[src/hw/rtl/assert_macros.svh]
// assertion helpers shared by the rtl files
`ifndef ASSERT_MACROS_SVH
`define ASSERT_MACROS_SVH

// property must hold at every clock edge outside reset
`define FGPR_ASSERT(lbl, prop, msg) \
  lbl: assert property (@(posedge clk_i) disable iff (!rst_ni) (prop)) else $error(msg);

// condition must never be seen at a clock edge outside reset
`define FGPR_NEVER(lbl, cond, msg) \
  `FGPR_ASSERT(lbl, !(cond), msg)

`endif

[src/hw/rtl/fgpr_pkg.sv]
`default_nettype none

package fgpr_pkg;

  localparam int unsigned DisplayWidth  = 160;
  localparam int unsigned DisplayHeight = 80;

  localparam int unsigned GlyphFirst = 32;
  localparam int unsigned GlyphLast  = 126;
  localparam int unsigned GlyphCols  = 5;
  localparam int unsigned GlyphRows  = 7;
  localparam int unsigned CellCols   = 6;
  localparam int unsigned CellRows   = 8;
  localparam int unsigned QueueDepth = 2;

  localparam logic [7:0] CharUnknown = 8'h3F;

  typedef logic [0:GlyphCols-1][GlyphRows-1:0] glyph_t;

  typedef struct packed {
    logic [7:0]  x;
    logic [7:0]  y;
    logic [2:0]  ncol;
    logic [3:0]  nrow;
    logic [15:0] fg;
    logic [15:0] bg;
    glyph_t      glyph;
  } cmd_t;

  function automatic glyph_t glyph_lookup(logic [6:0] idx);
    glyph_t g;
    unique case (idx)
      7'd0:  g = {7'h00, 7'h00, 7'h00, 7'h00, 7'h00};
      7'd1:  g = {7'h00, 7'h00, 7'h5F, 7'h00, 7'h00};
      7'd2:  g = {7'h00, 7'h07, 7'h00, 7'h07, 7'h00};
      7'd3:  g = {7'h14, 7'h7F, 7'h14, 7'h7F, 7'h14};
      7'd4:  g = {7'h24, 7'h2A, 7'h7F, 7'h2A, 7'h12};
      7'd5:  g = {7'h23, 7'h13, 7'h08, 7'h64, 7'h62};
      7'd6:  g = {7'h36, 7'h49, 7'h55, 7'h22, 7'h50};
      7'd7:  g = {7'h00, 7'h05, 7'h03, 7'h00, 7'h00};
      7'd8:  g = {7'h00, 7'h1C, 7'h22, 7'h41, 7'h00};
      7'd9:  g = {7'h00, 7'h41, 7'h22, 7'h1C, 7'h00};
      7'd10: g = {7'h14, 7'h08, 7'h3E, 7'h08, 7'h14};
      7'd11: g = {7'h08, 7'h08, 7'h3E, 7'h08, 7'h08};
      7'd12: g = {7'h00, 7'h50, 7'h30, 7'h00, 7'h00};
      7'd13: g = {7'h08, 7'h08, 7'h08, 7'h08, 7'h08};
      7'd14: g = {7'h00, 7'h60, 7'h60, 7'h00, 7'h00};
      7'd15: g = {7'h20, 7'h10, 7'h08, 7'h04, 7'h02};
      7'd16: g = {7'h3E, 7'h51, 7'h49, 7'h45, 7'h3E};
      7'd17: g = {7'h00, 7'h42, 7'h7F, 7'h40, 7'h00};
      7'd18: g = {7'h42, 7'h61, 7'h51, 7'h49, 7'h46};
      7'd19: g = {7'h21, 7'h41, 7'h45, 7'h4B, 7'h31};
      7'd20: g = {7'h18, 7'h14, 7'h12, 7'h7F, 7'h10};
      7'd21: g = {7'h27, 7'h45, 7'h45, 7'h45, 7'h39};
      7'd22: g = {7'h3C, 7'h4A, 7'h49, 7'h49, 7'h30};
      7'd23: g = {7'h01, 7'h71, 7'h09, 7'h05, 7'h03};
      7'd24: g = {7'h36, 7'h49, 7'h49, 7'h49, 7'h36};
      7'd25: g = {7'h06, 7'h49, 7'h49, 7'h29, 7'h1E};
      7'd26: g = {7'h00, 7'h36, 7'h36, 7'h00, 7'h00};
      7'd27: g = {7'h00, 7'h56, 7'h36, 7'h00, 7'h00};
      7'd28: g = {7'h08, 7'h14, 7'h22, 7'h41, 7'h00};
      7'd29: g = {7'h14, 7'h14, 7'h14, 7'h14, 7'h14};
      7'd30: g = {7'h00, 7'h41, 7'h22, 7'h14, 7'h08};
      7'd31: g = {7'h02, 7'h01, 7'h51, 7'h09, 7'h06};
      7'd32: g = {7'h32, 7'h49, 7'h79, 7'h41, 7'h3E};
      7'd33: g = {7'h7E, 7'h11, 7'h11, 7'h11, 7'h7E};
      7'd34: g = {7'h7F, 7'h49, 7'h49, 7'h49, 7'h36};
      7'd35: g = {7'h3E, 7'h41, 7'h41, 7'h41, 7'h22};
      7'd36: g = {7'h7F, 7'h41, 7'h41, 7'h22, 7'h1C};
      7'd37: g = {7'h7F, 7'h49, 7'h49, 7'h49, 7'h41};
      7'd38: g = {7'h7F, 7'h09, 7'h09, 7'h09, 7'h01};
      7'd39: g = {7'h3E, 7'h41, 7'h49, 7'h49, 7'h7A};
      7'd40: g = {7'h7F, 7'h08, 7'h08, 7'h08, 7'h7F};
      7'd41: g = {7'h00, 7'h41, 7'h7F, 7'h41, 7'h00};
      7'd42: g = {7'h20, 7'h40, 7'h41, 7'h3F, 7'h01};
      7'd43: g = {7'h7F, 7'h08, 7'h14, 7'h22, 7'h41};
      7'd44: g = {7'h7F, 7'h40, 7'h40, 7'h40, 7'h40};
      7'd45: g = {7'h7F, 7'h02, 7'h0C, 7'h02, 7'h7F};
      7'd46: g = {7'h7F, 7'h04, 7'h08, 7'h10, 7'h7F};
      7'd47: g = {7'h3E, 7'h41, 7'h41, 7'h41, 7'h3E};
      7'd48: g = {7'h7F, 7'h09, 7'h09, 7'h09, 7'h06};
      7'd49: g = {7'h3E, 7'h41, 7'h51, 7'h21, 7'h5E};
      7'd50: g = {7'h7F, 7'h09, 7'h19, 7'h29, 7'h46};
      7'd51: g = {7'h46, 7'h49, 7'h49, 7'h49, 7'h31};
      7'd52: g = {7'h01, 7'h01, 7'h7F, 7'h01, 7'h01};
      7'd53: g = {7'h3F, 7'h40, 7'h40, 7'h40, 7'h3F};
      7'd54: g = {7'h1F, 7'h20, 7'h40, 7'h20, 7'h1F};
      7'd55: g = {7'h3F, 7'h40, 7'h38, 7'h40, 7'h3F};
      7'd56: g = {7'h63, 7'h14, 7'h08, 7'h14, 7'h63};
      7'd57: g = {7'h07, 7'h08, 7'h70, 7'h08, 7'h07};
      7'd58: g = {7'h61, 7'h51, 7'h49, 7'h45, 7'h43};
      7'd59: g = {7'h00, 7'h7F, 7'h41, 7'h41, 7'h00};
      7'd60: g = {7'h02, 7'h04, 7'h08, 7'h10, 7'h20};
      7'd61: g = {7'h00, 7'h41, 7'h41, 7'h7F, 7'h00};
      7'd62: g = {7'h04, 7'h02, 7'h01, 7'h02, 7'h04};
      7'd63: g = {7'h40, 7'h40, 7'h40, 7'h40, 7'h40};
      7'd64: g = {7'h00, 7'h01, 7'h02, 7'h04, 7'h00};
      7'd65: g = {7'h20, 7'h54, 7'h54, 7'h54, 7'h78};
      7'd66: g = {7'h7F, 7'h48, 7'h44, 7'h44, 7'h38};
      7'd67: g = {7'h38, 7'h44, 7'h44, 7'h44, 7'h20};
      7'd68: g = {7'h38, 7'h44, 7'h44, 7'h48, 7'h7F};
      7'd69: g = {7'h38, 7'h54, 7'h54, 7'h54, 7'h18};
      7'd70: g = {7'h08, 7'h7E, 7'h09, 7'h01, 7'h02};
      7'd71: g = {7'h0C, 7'h52, 7'h52, 7'h52, 7'h3E};
      7'd72: g = {7'h7F, 7'h08, 7'h04, 7'h04, 7'h78};
      7'd73: g = {7'h00, 7'h44, 7'h7D, 7'h40, 7'h00};
      7'd74: g = {7'h20, 7'h40, 7'h44, 7'h3D, 7'h00};
      7'd75: g = {7'h7F, 7'h10, 7'h28, 7'h44, 7'h00};
      7'd76: g = {7'h00, 7'h41, 7'h7F, 7'h40, 7'h00};
      7'd77: g = {7'h7C, 7'h04, 7'h18, 7'h04, 7'h78};
      7'd78: g = {7'h7C, 7'h08, 7'h04, 7'h04, 7'h78};
      7'd79: g = {7'h38, 7'h44, 7'h44, 7'h44, 7'h38};
      7'd80: g = {7'h7C, 7'h14, 7'h14, 7'h14, 7'h08};
      7'd81: g = {7'h08, 7'h14, 7'h14, 7'h18, 7'h7C};
      7'd82: g = {7'h7C, 7'h08, 7'h04, 7'h04, 7'h08};
      7'd83: g = {7'h48, 7'h54, 7'h54, 7'h54, 7'h20};
      7'd84: g = {7'h04, 7'h3F, 7'h44, 7'h40, 7'h20};
      7'd85: g = {7'h3C, 7'h40, 7'h40, 7'h20, 7'h7C};
      7'd86: g = {7'h1C, 7'h20, 7'h40, 7'h20, 7'h1C};
      7'd87: g = {7'h3C, 7'h40, 7'h30, 7'h40, 7'h3C};
      7'd88: g = {7'h44, 7'h28, 7'h10, 7'h28, 7'h44};
      7'd89: g = {7'h0C, 7'h50, 7'h50, 7'h50, 7'h3C};
      7'd90: g = {7'h44, 7'h64, 7'h54, 7'h4C, 7'h44};
      7'd91: g = {7'h00, 7'h08, 7'h36, 7'h41, 7'h00};
      7'd92: g = {7'h00, 7'h00, 7'h7F, 7'h00, 7'h00};
      7'd93: g = {7'h00, 7'h41, 7'h36, 7'h08, 7'h00};
      7'd94: g = {7'h02, 7'h01, 7'h02, 7'h04, 7'h02};
      default: g = '0;
    endcase
    return g;
  endfunction

endpackage

`default_nettype wire

[src/hw/rtl/fgpr_if.sv]
`default_nettype none

interface fgpr_in_if;
  logic        valid;
  logic        ready;
  logic [7:0]  char_code;
  logic        first_of_string;
  logic [7:0]  start_x;
  logic [7:0]  start_y;
  logic [15:0] fg_color;
  logic [15:0] bg_color;

  modport source (
    output valid, char_code, first_of_string, start_x, start_y, fg_color, bg_color,
    input  ready
  );
  modport sink (
    input  valid, char_code, first_of_string, start_x, start_y, fg_color, bg_color,
    output ready
  );
endinterface

interface fgpr_out_if;
  logic        valid;
  logic        ready;
  logic [7:0]  pixel_x;
  logic [6:0]  pixel_y;
  logic [15:0] pixel_color;
  logic        last_pixel;

  modport source (
    output valid, pixel_x, pixel_y, pixel_color, last_pixel,
    input  ready
  );
  modport sink (
    input  valid, pixel_x, pixel_y, pixel_color, last_pixel,
    output ready
  );
endinterface

`default_nettype wire

[src/hw/rtl/fgpr_front.sv]
`default_nettype none
`include "assert_macros.svh"

module fgpr_front (
  input  logic          clk_i,
  input  logic          rst_ni,
  fgpr_in_if.sink       in_i,
  output logic          push_valid_o,
  output fgpr_pkg::cmd_t push_cmd_o,
  input  logic          push_ready_i
);
  import fgpr_pkg::*;

  logic [8:0] cursor_q, cursor_d;
  logic [7:0] row_q, row_d;
  logic       stopped_q, stopped_d;

  logic       accept;
  logic [8:0] cur;
  logic [7:0] row;
  logic       stopped;
  logic [8:0] cur_next;
  logic [8:0] rem_x;
  logic [8:0] rem_y;
  logic [2:0] ncol;
  logic [3:0] nrow;
  logic [7:0] code;
  logic [6:0] idx;

  assign in_i.ready = push_ready_i;
  assign accept     = in_i.valid && in_i.ready;

  // string start overrides the running cursor
  always_comb begin
    if (in_i.first_of_string) begin
      cur     = {1'b0, in_i.start_x};
      row     = in_i.start_y;
      stopped = (in_i.start_y >= 8'(DisplayHeight));
    end else begin
      cur     = cursor_q;
      row     = row_q;
      stopped = stopped_q;
    end
  end

  assign cur_next = cur + 9'(CellCols);
  assign rem_x    = 9'(DisplayWidth) - cur;
  assign rem_y    = 9'(DisplayHeight) - {1'b0, row};

  // visible part of the cell is a rectangle from its top left corner
  always_comb begin
    if (cur >= 9'(DisplayWidth)) begin
      ncol = 3'd0;
    end else if (rem_x >= 9'(CellCols)) begin
      ncol = 3'(CellCols);
    end else begin
      ncol = rem_x[2:0];
    end
    if (stopped) begin
      nrow = 4'd0;
    end else if (rem_y >= 9'(CellRows)) begin
      nrow = 4'(CellRows);
    end else begin
      nrow = rem_y[3:0];
    end
  end

  always_comb begin
    if (in_i.char_code < 8'(GlyphFirst) || in_i.char_code > 8'(GlyphLast)) begin
      code = CharUnknown;
    end else begin
      code = in_i.char_code;
    end
  end

  assign idx = 7'(code - 8'(GlyphFirst));

  assign push_valid_o     = accept && !stopped && (ncol != 3'd0);
  assign push_cmd_o.x     = cur[7:0];
  assign push_cmd_o.y     = row;
  assign push_cmd_o.ncol  = ncol;
  assign push_cmd_o.nrow  = nrow;
  assign push_cmd_o.fg    = in_i.fg_color;
  assign push_cmd_o.bg    = in_i.bg_color;
  assign push_cmd_o.glyph = glyph_lookup(idx);

  always_comb begin
    cursor_d  = cursor_q;
    row_d     = row_q;
    stopped_d = stopped_q;
    if (accept) begin
      row_d = row;
      if (stopped) begin
        cursor_d  = cur;
        stopped_d = 1'b1;
      end else begin
        cursor_d  = cur_next;
        stopped_d = (cur_next >= 9'(DisplayWidth));
      end
    end
  end

  always_ff @(posedge clk_i or negedge rst_ni) begin
    if (!rst_ni) begin
      cursor_q  <= '0;
      row_q     <= '0;
      stopped_q <= 1'b1;
    end else begin
      cursor_q  <= cursor_d;
      row_q     <= row_d;
      stopped_q <= stopped_d;
    end
  end

  `FGPR_ASSERT(row_on_screen_a, !stopped_q |-> (row_q < 8'(DisplayHeight)),
               "active row off screen")
  `FGPR_ASSERT(cursor_on_screen_a, !stopped_q |-> (cursor_q < 9'(DisplayWidth)),
               "active cursor off screen")
  `FGPR_NEVER(empty_push_a, push_valid_o && (push_cmd_o.nrow == 4'd0), "push of empty cell")

endmodule

`default_nettype wire

[src/hw/rtl/fgpr_queue.sv]
`default_nettype none
`include "assert_macros.svh"

module fgpr_queue (
  input  logic           clk_i,
  input  logic           rst_ni,
  input  logic           push_valid_i,
  input  fgpr_pkg::cmd_t push_cmd_i,
  output logic           push_ready_o,
  output logic           pop_valid_o,
  output fgpr_pkg::cmd_t pop_cmd_o,
  input  logic           pop_ready_i
);
  import fgpr_pkg::*;

  localparam int unsigned PtrW = $clog2(QueueDepth);

  cmd_t            mem_q [QueueDepth];
  logic [PtrW-1:0] wr_ptr_q, wr_ptr_d;
  logic [PtrW-1:0] rd_ptr_q, rd_ptr_d;
  logic [PtrW:0]   count_q, count_d;
  logic            push;
  logic            pop;

  assign push_ready_o = (count_q != (PtrW+1)'(QueueDepth));
  assign pop_valid_o  = (count_q != '0);
  assign pop_cmd_o    = mem_q[rd_ptr_q];
  assign push         = push_valid_i && push_ready_o;
  assign pop          = pop_valid_o && pop_ready_i;

  always_comb begin
    wr_ptr_d = wr_ptr_q;
    rd_ptr_d = rd_ptr_q;
    count_d  = count_q;
    if (push) begin
      wr_ptr_d = (wr_ptr_q == PtrW'(QueueDepth - 1)) ? '0 : wr_ptr_q + 1'b1;
    end
    if (pop) begin
      rd_ptr_d = (rd_ptr_q == PtrW'(QueueDepth - 1)) ? '0 : rd_ptr_q + 1'b1;
    end
    if (push && !pop) begin
      count_d = count_q + 1'b1;
    end else if (pop && !push) begin
      count_d = count_q - 1'b1;
    end
  end

  always_ff @(posedge clk_i) begin
    if (push) begin
      mem_q[wr_ptr_q] <= push_cmd_i;
    end
  end

  always_ff @(posedge clk_i or negedge rst_ni) begin
    if (!rst_ni) begin
      wr_ptr_q <= '0;
      rd_ptr_q <= '0;
      count_q  <= '0;
    end else begin
      wr_ptr_q <= wr_ptr_d;
      rd_ptr_q <= rd_ptr_d;
      count_q  <= count_d;
    end
  end

  `FGPR_ASSERT(count_bound_a, count_q <= (PtrW+1)'(QueueDepth), "queue overfilled")
  `FGPR_ASSERT(ptr_gap_a, (count_q == '0) |-> (wr_ptr_q == rd_ptr_q), "pointers disagree when empty")

endmodule

`default_nettype wire

[src/hw/rtl/fgpr_back.sv]
`default_nettype none
`include "assert_macros.svh"

module fgpr_back (
  input  logic           clk_i,
  input  logic           rst_ni,
  input  logic           pop_valid_i,
  input  fgpr_pkg::cmd_t pop_cmd_i,
  output logic           pop_ready_o,
  fgpr_out_if.source     out_o
);
  import fgpr_pkg::*;

  cmd_t        cmd_q, cmd_d;
  logic        busy_q, busy_d;
  logic [2:0]  col_q, col_d;
  logic [2:0]  row_q, row_d;
  logic        out_valid_q, out_valid_d;
  logic [7:0]  px_q, px_d;
  logic [6:0]  py_q, py_d;
  logic [15:0] color_q, color_d;
  logic        last_q, last_d;

  logic        advance;
  logic        col_end;
  logic        row_end;
  logic        is_last;
  logic        bit_set;
  logic [6:0]  py_full;

  assign advance     = busy_q && (!out_valid_q || out_o.ready);
  assign row_end     = ({1'b0, row_q} == cmd_q.nrow - 4'd1);
  assign col_end     = (col_q == cmd_q.ncol - 3'd1);
  assign is_last     = col_end && row_end;
  assign pop_ready_o = !busy_q || (advance && is_last);

  // gap column and bottom row are background
  always_comb begin
    if (col_q < 3'(GlyphCols) && row_q < 3'(GlyphRows)) begin
      bit_set = cmd_q.glyph[col_q][row_q];
    end else begin
      bit_set = 1'b0;
    end
  end

  assign py_full = 7'(cmd_q.y + {5'd0, row_q});

  always_comb begin
    cmd_d       = cmd_q;
    busy_d      = busy_q;
    col_d       = col_q;
    row_d       = row_q;
    out_valid_d = out_valid_q;
    px_d        = px_q;
    py_d        = py_q;
    color_d     = color_q;
    last_d      = last_q;
    if (out_valid_q && out_o.ready) begin
      out_valid_d = 1'b0;
    end
    if (advance) begin
      out_valid_d = 1'b1;
      px_d        = cmd_q.x + {5'd0, col_q};
      py_d        = py_full;
      color_d     = bit_set ? cmd_q.fg : cmd_q.bg;
      last_d      = is_last;
      if (is_last) begin
        busy_d = 1'b0;
      end else if (row_end) begin
        row_d = '0;
        col_d = col_q + 3'd1;
      end else begin
        row_d = row_q + 3'd1;
      end
    end
    if (pop_valid_i && pop_ready_o) begin
      cmd_d  = pop_cmd_i;
      busy_d = 1'b1;
      col_d  = '0;
      row_d  = '0;
    end
  end

  always_ff @(posedge clk_i) begin
    cmd_q   <= cmd_d;
    px_q    <= px_d;
    py_q    <= py_d;
    color_q <= color_d;
    last_q  <= last_d;
  end

  always_ff @(posedge clk_i or negedge rst_ni) begin
    if (!rst_ni) begin
      busy_q      <= 1'b0;
      col_q       <= '0;
      row_q       <= '0;
      out_valid_q <= 1'b0;
    end else begin
      busy_q      <= busy_d;
      col_q       <= col_d;
      row_q       <= row_d;
      out_valid_q <= out_valid_d;
    end
  end

  assign out_o.valid       = out_valid_q;
  assign out_o.pixel_x     = px_q;
  assign out_o.pixel_y     = py_q;
  assign out_o.pixel_color = color_q;
  assign out_o.last_pixel  = last_q;

  `FGPR_ASSERT(walk_bound_a,
               busy_q |-> ((col_q < cmd_q.ncol) && ({1'b0, row_q} < cmd_q.nrow)),
               "walk past visible cell")
  `FGPR_ASSERT(last_ends_a, (advance && is_last && !pop_valid_i) |=> !busy_q,
               "busy after final pixel")

endmodule

`default_nettype wire

[src/hw/rtl/font_glyph_pixel_rasterizer_core.sv]
// 5x7 font character generator for a 160x80 RGB565 panel.
// in_i takes one character per beat with its string start position (used when
// first_of_string is set) and its foreground and background colours.
// out_o gives one pixel per beat: column, row, colour, and last_pixel on the
// final pixel of a character. Pixels of the 6x8 cell come column by column,
// row 0 first; pixels off the panel are dropped, and a character with none
// visible gives no beat at all.
// The first pixel leaves once its character has passed the command queue,
// the walker's command register and the output register. The walker gives one
// pixel per cycle while out_o does not stall, 48 for a full cell and only the
// visible ones for a clipped cell. A two-entry command queue in front of the
// walker lets up to two further characters be taken while one is drawn; ones
// with nothing to draw are taken one per cycle while the queue has room.
// Reset empties the queue, drops the output valid and leaves no string active.
// When out_o stalls, the pixel is held in the output register, the walker
// stops, and in_i keeps accepting until the queue fills.
`default_nettype none

module font_glyph_pixel_rasterizer_core (
  input  logic       clk_i,
  input  logic       rst_ni,
  fgpr_in_if.sink    in_i,
  fgpr_out_if.source out_o
);
  import fgpr_pkg::*;

  logic push_valid;
  cmd_t push_cmd;
  logic push_ready;
  logic pop_valid;
  cmd_t pop_cmd;
  logic pop_ready;

  fgpr_front u_front (
    .clk_i        (clk_i),
    .rst_ni       (rst_ni),
    .in_i         (in_i),
    .push_valid_o (push_valid),
    .push_cmd_o   (push_cmd),
    .push_ready_i (push_ready)
  );

  fgpr_queue u_queue (
    .clk_i        (clk_i),
    .rst_ni       (rst_ni),
    .push_valid_i (push_valid),
    .push_cmd_i   (push_cmd),
    .push_ready_o (push_ready),
    .pop_valid_o  (pop_valid),
    .pop_cmd_o    (pop_cmd),
    .pop_ready_i  (pop_ready)
  );

  fgpr_back u_back (
    .clk_i       (clk_i),
    .rst_ni      (rst_ni),
    .pop_valid_i (pop_valid),
    .pop_cmd_i   (pop_cmd),
    .pop_ready_o (pop_ready),
    .out_o       (out_o)
  );

endmodule

`default_nettype wire

[src/flat_wrapper.sv]
// flat-port wrapper written by rule: the top's interface ports become plain ports
module font_glyph_pixel_rasterizer_core_flat import fgpr_pkg::*;
  (clk_i, rst_ni, in_i_valid, in_i_char_code, in_i_first_of_string, in_i_start_x, in_i_start_y, in_i_fg_color, in_i_bg_color, in_i_ready, out_o_valid, out_o_pixel_x, out_o_pixel_y, out_o_pixel_color, out_o_last_pixel, out_o_ready);
  fgpr_in_if in_i_i ();
  fgpr_out_if out_o_i ();
  input  logic clk_i;
  input  logic rst_ni;
  input wire logic [$bits(in_i_i.valid)-1:0] in_i_valid;
  input wire logic [$bits(in_i_i.char_code)-1:0] in_i_char_code;
  input wire logic [$bits(in_i_i.first_of_string)-1:0] in_i_first_of_string;
  input wire logic [$bits(in_i_i.start_x)-1:0] in_i_start_x;
  input wire logic [$bits(in_i_i.start_y)-1:0] in_i_start_y;
  input wire logic [$bits(in_i_i.fg_color)-1:0] in_i_fg_color;
  input wire logic [$bits(in_i_i.bg_color)-1:0] in_i_bg_color;
  output wire logic [$bits(in_i_i.ready)-1:0] in_i_ready;
  output wire logic [$bits(out_o_i.valid)-1:0] out_o_valid;
  output wire logic [$bits(out_o_i.pixel_x)-1:0] out_o_pixel_x;
  output wire logic [$bits(out_o_i.pixel_y)-1:0] out_o_pixel_y;
  output wire logic [$bits(out_o_i.pixel_color)-1:0] out_o_pixel_color;
  output wire logic [$bits(out_o_i.last_pixel)-1:0] out_o_last_pixel;
  input wire logic [$bits(out_o_i.ready)-1:0] out_o_ready;
  assign in_i_i.valid = in_i_valid;
  assign in_i_i.char_code = in_i_char_code;
  assign in_i_i.first_of_string = in_i_first_of_string;
  assign in_i_i.start_x = in_i_start_x;
  assign in_i_i.start_y = in_i_start_y;
  assign in_i_i.fg_color = in_i_fg_color;
  assign in_i_i.bg_color = in_i_bg_color;
  assign in_i_ready = in_i_i.ready;
  assign out_o_valid = out_o_i.valid;
  assign out_o_pixel_x = out_o_i.pixel_x;
  assign out_o_pixel_y = out_o_i.pixel_y;
  assign out_o_pixel_color = out_o_i.pixel_color;
  assign out_o_last_pixel = out_o_i.last_pixel;
  assign out_o_i.ready = out_o_ready;
  font_glyph_pixel_rasterizer_core u_core (.clk_i(clk_i), .rst_ni(rst_ni), .in_i(in_i_i), .out_o(out_o_i));
endmodule
[config.mk]
export PLATFORM = sky130hd
export DESIGN_NAME = font_glyph_pixel_rasterizer_core_flat
export DESIGN_NICKNAME = d
export VERILOG_FILES = /design/src/hw/rtl/fgpr_pkg.sv /design/src/hw/rtl/fgpr_if.sv /design/src/hw/rtl/fgpr_front.sv /design/src/hw/rtl/fgpr_queue.sv /design/src/hw/rtl/fgpr_back.sv /design/src/hw/rtl/font_glyph_pixel_rasterizer_core.sv /design/src/flat_wrapper.sv
export VERILOG_INCLUDE_DIRS = /design/src /design/src/hw/rtl
export SDC_FILE = /design/constraint.sdc
export NUM_CORES = 1
export LEC_CHECK = 0
export BUFFER_PORTS_ARGS = -buffer_cell sky130_fd_sc_hd__buf_4
export CORE_UTILIZATION = 58
export CTS_BUF_LIST = sky130_fd_sc_hd__clkbuf_4 sky130_fd_sc_hd__clkbuf_8
export CTS_CLUSTER_SIZE = 30
export DETAILED_ROUTE_END_ITERATION = 6
export PLACE_DENSITY = 0.79
export SYNTH_ARGS = -nofsm -noshare
export SYNTH_HDL_FRONTEND = slang
export SYNTH_HIERARCHICAL = 1
export SYNTH_MEMORY_MAX_BITS = 65536
export SYNTH_SLANG_ARGS = --single-unit
[constraint.sdc]
create_clock -name clk_i -period 6.1 [get_ports clk_i]
set_clock_uncertainty 0.15 [all_clocks]
set_input_delay 0.305 -clock clk_i [delete_from_list [all_inputs] [get_ports clk_i]]
set_output_delay 0.305 -clock clk_i [all_outputs]
set_load 0.005 [all_outputs]
==> out/qor.log <==
[status] status complete, but fails checks
[status] failing checks design-rule violations
[detailed_routing] detailed-route via count 14031
[sta] Slew Limit Fails 0
[grt] total track usage 0.369
[final_layout] number of diodes 0
[detailed_routing] routed wire length 60.2 mm
[detailed_routing] post-DR wirelength/cell 30.2 um
[setup_path] CP Data Required Time 6.32 ns
[clock_network] count of buffers added by post-CTS timing repair for setup 0
[grt] first-pass GRT wire length 88.8 mm
[clock_network] H-tree lvl count 2
[die] die outline area 32300 um2
[setup_path] cell with the largest stage delay on the worst path ha_1
[setup_path] WP data arrival 4.24 ns
[placement] last weighted congestion value of the routability-driven placer 1.06
[synth] cell area after technology mapping 18300 um2
[power_and_ir_drop] Leakage Power 7.47 nW
[die] Die Span X 180 um
[worst_hold_path] Cells on Worst Hold Path 3
[sta] setup repair after global routing missed its margin false
[setup_path] Reg-to-Reg Start u_core/u_back/row_q[0]
[clock_network] CTS root buffer clkbuf_8
[clock_network] maximum clock insertion buffer count 3
[grt] remaining global-route overflow 0
[final_layout] Area Overhead vs Synth 11.5%
[die] Chip Height 180 um
[detailed_routing] Detailed Routing Iterations Pass 1 7
[placement] detailed placer's ending HPWL 38.2 mm
[setup_path] worst r2r dst u_core/u_back/cmd_q[54]
[sta] Final Cycle Share 0.659
[synth] Synth warnings 6
[grt] antenna violations before repair 1
[grt] number of global-route vias before repair 13860
[sta] final-layout worst hold slack 0.0309 ns
[setup_path] crit path cell chain buf_4, o21ba_2, buf_4, nand2_1, inv_1, ha_1, ha_1, o21ai_1, a32o_1, and3_1, o32ai_1
[flow_run] # Max-Cap Violations 0
[synth] average footprint of a synthesized cell 12.4 um2
[worst_hold_path] end of the worst hold path u_core/u_front/row_q[7]
[sta] post-route setup TNS 0 ns
[clock_network] Inserted Clock Buffers 51
[sta] worst-case headroom to the max-slew limit 0.213
[setup_path] number of buffers and inverters on the critical path 3
[detailed_routing] remaining antenna violation count 0
[setup_path] worst setup slack for register-to-register paths 2.22 ns
[power_and_ir_drop] worst supply voltage drop on vdd 0.000340 V
[synth] number of instances in the synthesized netlist 1475
[detailed_routing] first-iteration detailed-routing DRC count 2382
[clock_network] Sink Count 329
[final_layout] fillcell total 2100
[setup_path] critical path start-end classification primary input to flop
[sta] number of endpoints with negative hold slack in the final report 0
[setup_path] CP peak stage delay 0.72 ns
[synth] nets in the synthesized netlist 1580
[detailed_routing] mean number of vias per cell 7.04
[sta] Tightest Pin Transition 1.18 ns
[setup_path] number of cells on the worst reg-to-reg path 6
[setup_path] biggest fanout along the worst timing path 23
[final_layout] fin nets 1660
[setup_path] capturing element type of the critical path flop
[clock_network] CTS hold repair buffers 45
[clock_network] Clock Pin Slew Worst Setup and Hold Paths 0.06 ns
[die] # IOs 95
[placement] # port buffers 94
[sta] Tmin final 4.02 ns
[sta] Final setup violation count 0
[worst_hold_path] HP Class primary input to flop
[clock_network] count of instances resized after the clock tree is built 0
[setup_path] crit start category primary input
[clock_network] CTS tree yes
[setup_path] Crit path max-delay family compound AO/OA/AOI/OAI gates
[final_layout] share of layout cells above drive strength 1 0.235
[power_and_ir_drop] P per Cell Area 360 nW/um2
[die] starting utilization of the core area 0.593
[clock_network] clock latency on the worst-skew pair 0.61 ns
[sta] top achievable clock speed 249 MHz
[die] area of the core region 30800 um2
[worst_hold_path] hold_sp in_i_start_y[7]
[die] number of placement rows 64
[grt] pin count of the biggest net entering global routing 90
[detailed_routing] # DRC 12
-- layout by cell type (no fill, tap or decap), types with 6 or more instances in the layout --
master         count
ha_1              41
o221ai_1          15
o211ai_1          25
nor2_1            47
nand2b_1          20
buf_4            125
clkbuf_8          54
dlygate4sd3_1     45
o21ai_1           14
a211oi_1          25
clkbuf_4          20
a31oi_1           32
edfxtp_1         299
a22oi_1            6
o21ai_0           96
xnor2_1           22
mux4_2             6
a311oi_1           8
nor3b_1            9
clkinv_1           9
a221oi_1          11
mux2_4            98
o21a_1             8
mux2i_1           18
nand2_1           75
nand3_1           58
o22ai_1           12
a21oi_1           83
inv_1             44
nor2b_1           16
a32oi_1            7
mux2_2            19
nor4_1             7
nor3_1            21
xor2_1             9
o31ai_1           12
dfrtp_1           28
-- area by class of cell --
| cell class | instances | area, um2 | share of cell area |
|---|---|---|---|
| tap | 396 | 495 | 0.0243 |
| inverter | 45 | 169 | 0.00828 |
| sequential | 329 | 9730 | 0.477 |
| clock buffer | 74 | 893 | 0.0438 |
| timing repair buffer | 171 | 1410 | 0.0691 |
| multi-input combinational | 957 | 7480 | 0.367 |
| clock inverter | 21 | 214 | 0.0105 |
-- registers in the layout, summed over array words and instances, names as in the netlist, 2 cells and up --
register,count
u_core/u_queue/mem_q,178
u_core/u_queue/count_q,2
u_core/u_front/row_q,8
u_core/u_back/out_o.pixel_y,7
u_core/u_back/col_q,3
u_core/u_front/cursor_q,9
u_core/u_back/out_o.pixel_color,16
u_core/u_back/cmd_q,89
u_core/u_back/out_o.pixel_x,8
u_core/u_back/row_q,3
-- where the power goes --
group | switching, W | internal, W | leakage [nW] | total [W]
clock network | 0.000877 | 0.00112 | 0.584 | 0.00200
logic | 0.00112 | 0.00105 | 3.80 | 0.00217
registers | 0.000337 | 0.00284 | 3.09 | 0.00318
-- worst max-delay path by stage --
stage                            endpoint  cells after the start                 start  slack [ns]
6_report       u_core/u_queue/mem_q[0][2]                     11     in_i_char_code[7]        2.08
5_1_grt        u_core/u_queue/mem_q[0][2]                     11     in_i_char_code[7]        2.06
4_1_cts        u_core/u_queue/mem_q[0][2]                     11     in_i_char_code[7]        2.36
3_5_place_dp   u_core/u_queue/mem_q[1][2]                     11     in_i_char_code[7]        1.76
3_3_place_gp   u_core/u_queue/mem_q[0][2]                     11     in_i_char_code[7]        1.84
2_1_floorplan  u_core/u_queue/mem_q[0][0]                     13  in_i_first_of_string        0.77
-- worst register-to-register path: stages, from the launching register on --
cell	delay, ns
dfrtp_1	0.89
xor2_1	0.27
and3_1	0.22
nand3_1	0.17
o21ai_1	0.44
and2_4	0.67
buf_4	0.65
-- stage by stage --
stage / total power, W / util / instances / setup WS [ns] / area, um2
2_1_floorplan: 0.00479 / - / 1475 / 0.770 / 18300
3_3_place_gp: 0.00519 / 0.611 / 1853 / 1.84 / 18800
3_5_place_dp: 0.00525 / 0.611 / 1853 / 1.76 / 18800
4_1_cts: 0.00725 / 0.662 / 1993 / 2.36 / 20400
5_1_grt: 0.00760 / 0.662 / 1993 / 2.06 / 20400
6_report: 0.00734 / 0.662 / 1993 / 2.08 / 20400
-- routing by layer --
metal	GRT usage	up-vias	routed length, um
met5	0	-	18
met4	0.176	2	3400
met3	0.0865	272	7010
met2	0.580	1181	27000
met1	0.487	6737	22800
li1	-	5839	-
Power figures use the tool's default switching activity.
